--- config.mk ---
export PLATFORM = sky130hd
export DESIGN_NAME = bft_ctrl
export DESIGN_NICKNAME = d
export VERILOG_FILES = /design/src/rtl/bft_pkg.sv /design/src/rtl/bft_ctrl.sv
export SDC_FILE = /design/constraint.sdc
export NUM_CORES = 1
export LEC_CHECK = 0
export BUFFER_PORTS_ARGS = -buffer_cell sky130_fd_sc_hd__buf_2
export CORE_MARGIN = 1
export CORE_UTILIZATION = 48
export DETAILED_ROUTE_END_ITERATION = 10
export PLACE_DENSITY = 0.74
export SLEW_MARGIN = 25
export SYNTH_ARGS = -nofsm -noshare
export SYNTH_HDL_FRONTEND = slang
export SYNTH_SLANG_ARGS = --single-unit
--- constraint.sdc ---
create_clock -name i_clk -period 3.9 [get_ports i_clk]
set_input_delay 0.195 -clock i_clk [delete_from_list [all_inputs] [get_ports i_clk]]
set_output_delay 0.195 -clock i_clk [all_outputs]
set_load 0.02 [all_outputs]
--- src/rtl/bft_pkg.sv ---
`timescale 1ns / 1ps
// ----------------------------------------------------------------------------
// bft_pkg
// Shared types, constants and a helper function for the two-hash bloom filter.
// ----------------------------------------------------------------------------
package bft_pkg;

    localparam int CAP_W          = 17;
    localparam int CHAR_W         = 8;
    localparam int MAP_BITS_DEF   = 65536;
    localparam int HASH_WIDTH_DEF = 64;

    localparam logic [CAP_W-1:0] CAP_RESET = 17'd65536;

    typedef enum logic {
        CMD_INSERT = 1'b0,
        CMD_FIND   = 1'b1
    } t_key_cmd;

    typedef struct packed {
        logic clr_step;
        logic hash_upd;
        logic div_init;
        logic div_step;
        logic wr_i0;
        logic wr_i1;
        logic rd_i0;
        logic rd_i1;
        logic cap_bit0;
        logic load_out;
    } t_dp_cmd;

    typedef struct packed {
        logic key_end;
        logic clr_last;
        logic out_busy;
    } t_dp_sts;

    // one restoring step of a remainder against the modulus
    function automatic logic [CAP_W-1:0] mod_step(
        input logic [CAP_W-1:0] rem,
        input logic             bit_in,
        input logic [CAP_W-1:0] modulus
    );
        logic [CAP_W:0] t;
        t = {rem, bit_in};
        if (t >= {1'b0, modulus}) begin
            t = t - {1'b0, modulus};
        end
        return t[CAP_W-1:0];
    endfunction

endpackage

--- src/rtl/bft_ctrl.sv ---
`timescale 1ns / 1ps
// ----------------------------------------------------------------------------
// bft_ctrl
// Sequencer: store clearing, key intake, modulo reduction, store access, result load.
// ----------------------------------------------------------------------------
module bft_ctrl #(
    parameter int HASH_WIDTH = bft_pkg::HASH_WIDTH_DEF
) (
    input  logic             i_clk,
    input  logic             i_rst_n,
    input  logic             i_in_valid,
    input  logic             i_find,
    input  bft_pkg::t_dp_sts i_sts,
    output logic             o_in_ready,
    output bft_pkg::t_dp_cmd o_cmd
);

    localparam int CNT_W = $clog2(HASH_WIDTH);

    typedef enum logic [2:0] {
        S_CLEAR,
        S_IDLE,
        S_DIV,
        S_WR0,
        S_WR1,
        S_RD0,
        S_RD1,
        S_RES
    } t_state;

    t_state           r_state, n_state;
    logic [CNT_W-1:0] r_cnt, n_cnt;
    logic             r_find, n_find;
    logic             w_accept;

    assign o_in_ready = (r_state == S_IDLE);
    assign w_accept   = i_in_valid && o_in_ready;

    always_comb begin
        n_state = r_state;
        n_cnt   = r_cnt;
        n_find  = r_find;
        o_cmd   = '0;
        unique case (r_state)
            S_CLEAR: begin
                o_cmd.clr_step = 1'b1;
                if (i_sts.clr_last) begin
                    n_state = S_IDLE;
                end
            end
            S_IDLE: begin
                o_cmd.hash_upd = w_accept && !i_sts.key_end;
                o_cmd.div_init = w_accept && i_sts.key_end;
                if (w_accept && i_sts.key_end) begin
                    n_state = S_DIV;
                    n_cnt   = CNT_W'(HASH_WIDTH - 1);
                    n_find  = (i_find == bft_pkg::CMD_FIND);
                end
            end
            S_DIV: begin
                o_cmd.div_step = 1'b1;
                if (r_cnt == '0) begin
                    n_state = r_find ? S_RD0 : S_WR0;
                end else begin
                    n_cnt = r_cnt - 1'b1;
                end
            end
            S_WR0: begin
                o_cmd.wr_i0 = 1'b1;
                n_state     = S_WR1;
            end
            S_WR1: begin
                o_cmd.wr_i1 = 1'b1;
                n_state     = S_IDLE;
            end
            S_RD0: begin
                o_cmd.rd_i0 = 1'b1;
                n_state     = S_RD1;
            end
            S_RD1: begin
                o_cmd.rd_i1    = 1'b1;
                o_cmd.cap_bit0 = 1'b1;
                n_state        = S_RES;
            end
            S_RES: begin
                o_cmd.load_out = !i_sts.out_busy;
                if (!i_sts.out_busy) begin
                    n_state = S_IDLE;
                end
            end
            default: begin
                n_state = S_CLEAR;
            end
        endcase
    end

    always_ff @(posedge i_clk) begin
        if (!i_rst_n) begin
            r_state <= S_CLEAR;
            r_cnt   <= '0;
            r_find  <= 1'b0;
        end else begin
            r_state <= n_state;
            r_cnt   <= n_cnt;
            r_find  <= n_find;
        end
    end

`ifndef SYNTHESIS
    a_store_ops_exclusive: assert property (@(posedge i_clk) disable iff (!i_rst_n)
        $onehot0({o_cmd.clr_step, o_cmd.wr_i0, o_cmd.wr_i1, o_cmd.rd_i0, o_cmd.rd_i1}))
        else $error("more than one store operation in a cycle");

    a_no_load_when_busy: assert property (@(posedge i_clk) disable iff (!i_rst_n)
        o_cmd.load_out |-> !i_sts.out_busy)
        else $error("result loaded over an untaken item");

    a_div_follows_init: assert property (@(posedge i_clk) disable iff (!i_rst_n)
        o_cmd.div_init |=> (o_cmd.div_step && !o_in_ready))
        else $error("reduction did not start after key end");
`endif

endmodule

==> impl_metrics.tcl <==
set metrics [dict create \
    vias_per_cell 5.95 \
    initial_core_util 0.519 \
    timing.critical_path.from "r_state[0]$_SDFFE_PN0P_" \
    synth_cell_types 35 \
    clock_skew_ps 5.18 \
    clkTransAtPathRegs_ps 70 \
    die_w_um 39.5 \
    p_per_area_nw_per_um2 348 \
    final.hold.worst_slack_ps 185 \
    dpl_cell_area_um2 743 \
    synthSimpleGateAreaFrac 0.239 \
    total_power_mw 0.271 \
    io_buffers 17 \
    syn_inst 81 \
    placed_cells 108 \
    p_leak_nw 0.355 \
    cts-root-buf "clkbuf_4" \
    synth.mux.area_fraction 0 \
    cts.path.max_buffers 2 \
    path_cells "or3b_4 -> clkinv_2 -> nand2_2 -> inv_2 -> buf_2" \
    worst-path-max-fanout 11 \
    rows 13 \
    route.detailed.wl_per_inst_um 13.4 \
    final_core_util 0.599 \
    pin_count 18 \
    cts_sinks 10 \
    ant_nets 0 \
    holdPathStages 3 \
    die_h_um 39.5 \
    dr_total_vias 666 \
    cts_made_buffers 3 \
    setup-violations-final 0 \
    drtIter0Drc 15 \
    critPathLaunchType "register" \
    die_area_um2 1560 \
    cts_tree "built" \
    area_delta_synth_final_pct 15.4 \
    nets 107 \
    path_class "reg2out" \
    synth_xor_area_frac 0 \
    fillCellCount 132 \
    cp_slowest_stage_delay_ps 510 \
    crit_path_end "o_cmd[7]" \
    grt-ovfl-total 0 \
    dp_slack_ps 2270 \
    diodes 0 \
    seq_area_um2 200 \
    critical_path_arrival_ps 1620 \
    stdcell_count 112 \
    cap_violations 0 \
    hp-class "in2reg" \
    grt_max_degree 12 \
    hpwl_um 1130 \
    rrSetupSlack_ps 2240 \
    status "completed" \
    insertion_delay_ps 270 \
    period_minus_slack_ps 1810 \
    synth_compound_area_frac 0.309 \
    drc 0 \
    grt_pass1_wl_um 2420 \
    tightest_slew_ps 512 \
    postCtsResizedCells 0 \
    rr_startpoint "r_cnt[0]$_SDFFE_PN0P_" \
    clock.fmax_mhz 551 \
    globalplace.congestion 0.763 \
    hold_buffers 0 \
    drive_gt1_frac 0.309 \
    cp_slowest_cell "dfxtp_1" \
    r2r_end "r_cnt[4]$_SDFFE_PN0P_" \
    r2r_cells 5 \
    synthAdderAreaFrac 0.0370 \
    wl_um 1500 \
    setup_tns_ps 0 \
    first_pass_iters 4 \
    synth_nets 90 \
    antenna_found_initial 0 \
    fin_area_um2 779 \
    worstPathRequired_ps 3700 \
    ir_worst_vdd_mv 0.239 \
    ys.warnings.count 0 \
    ys_seq_area_frac 0.296 \
    grt_pass1_vias 572 \
    finalHoldViolations 0 \
    rsz0062_at_grt "false" \
    postCtsSetupRepairBufs 0 \
    track_usage 0.238 \
    drv_slew 0 \
    core-area_um2 1300 \
    slew_headroom 0.658 \
    yosys_register_bits 10 \
    cts_max_level 1 \
    fin_ws_ps 2090 \
    post-route-period-util 0.465 \
    multiInputGateArea_um2 395 \
    synth_top_family_by_area "compound AO/OA/AOI/OAI gates" \
    avgSynthCellArea_um2 8.34 \
    netlist_area_um2 676 \
    end_kind "primary output" \
]
## where the power goes
part / switching, mW / internal (mW)
combinational: 0.0363 / 0.0234
clock: 0.0393 / 0.0568
sequential: 0.00787 / 0.108
## registers in the layout (all words and copies together) (netlist names)
signal	flops
r_cnt	6
r_find	1
r_state	3
## Yosys cell counts (all sizes together)
| cell | count | area (um^2) |
|---|---|---|
| nand4 | 2 | 12.5 |
| a21oi | 3 | 18.8 |
| a211o | 1 | 8.76 |
| a2111oi | 1 | 15.0 |
| nor3b | 2 | 20.0 |
| o41ai | 1 | 8.76 |
| or3b | 2 | 22.5 |
| nor2 | 5 | 18.8 |
| o31a | 2 | 17.5 |
| clkinv | 2 | 13.8 |
| nand3 | 2 | 10.0 |
| and2 | 2 | 12.5 |
| dfxtp | 10 | 200 |
| a221oi | 1 | 8.76 |
| nand2 | 7 | 28.8 |
| a311oi | 2 | 17.5 |
| a31oi | 2 | 12.5 |
| o221a | 2 | 22.5 |
| a211oi | 1 | 7.51 |
| and4b | 1 | 10.0 |
| o21ai | 6 | 30.0 |
| o311a | 3 | 30.0 |
| buf | 5 | 36.3 |
| ha | 2 | 25.0 |
| o2111a | 1 | 11.3 |
| inv | 8 | 30.0 |
| and3 | 1 | 6.26 |
| nor3 | 4 | 20.0 |
## critical path: cells and delay by family (launching register included)
family	cells	cell delay, ps
AND/OR/NAND/NOR	2	510
buffers and inverters	3	320
flip-flops	1	510
## per-layer routing
metal  GRT usage  routed length, um  vias up
li1            -                  -      336
met1       0.260                702      311
met2       0.418                722       19
met3       0.102                 79        0
met4      0.0517                  0        0
met5           0                  0        -
## cell type report
type,count,share of cell area
well taps,15,0.0241
clock buffers,4,0.0465
flip-flops and latches,10,0.257
inverters,10,0.0562
multi-input cells,56,0.507
repair buffers,17,0.109
## worst min-delay path by stage
stage / to / start / slack [ps]
4_1_cts: r_find$_SDFFE_PN0P_ / i_find / 170
3_5_place_dp: r_find$_SDFFE_PN0P_ / i_find / 470
2_1_floorplan: r_find$_SDFFE_PN0P_ / i_find / 340
3_3_place_gp: r_find$_SDFFE_PN0P_ / i_find / 480
6_report: r_find$_SDFFE_PN0P_ / i_find / 190
5_1_grt: r_find$_SDFFE_PN0P_ / i_find / 200
## logic make-up (layout without fill, tap and decap cells)
group,Yosys count,after routing
compound gates,26,26
simple gates,28,28
flops,10,10
buf+inv,15,31
fa+ha+maj,2,2
## layout by cell type, fill, tap and decap left out, drive strengths merged, types with 2 or more instances in the layout
cell type / synthesis / final
nand4: 2 / 2
dfxtp: 10 / 10
a21oi: 3 / 3
ha: 2 / 2
a31oi: 2 / 2
o21ai: 6 / 6
clkinv: 2 / 2
a311oi: 2 / 2
clkbuf: 0 / 4
nor3b: 2 / 2
inv: 8 / 8
nor2: 5 / 5
or3b: 2 / 2
and2: 2 / 2
nor3: 4 / 4
nand3: 2 / 2
o221a: 2 / 2
o311a: 3 / 3
nand2: 7 / 7
o31a: 2 / 2
buf: 5 / 17
(Power assumes the default switching activity.)
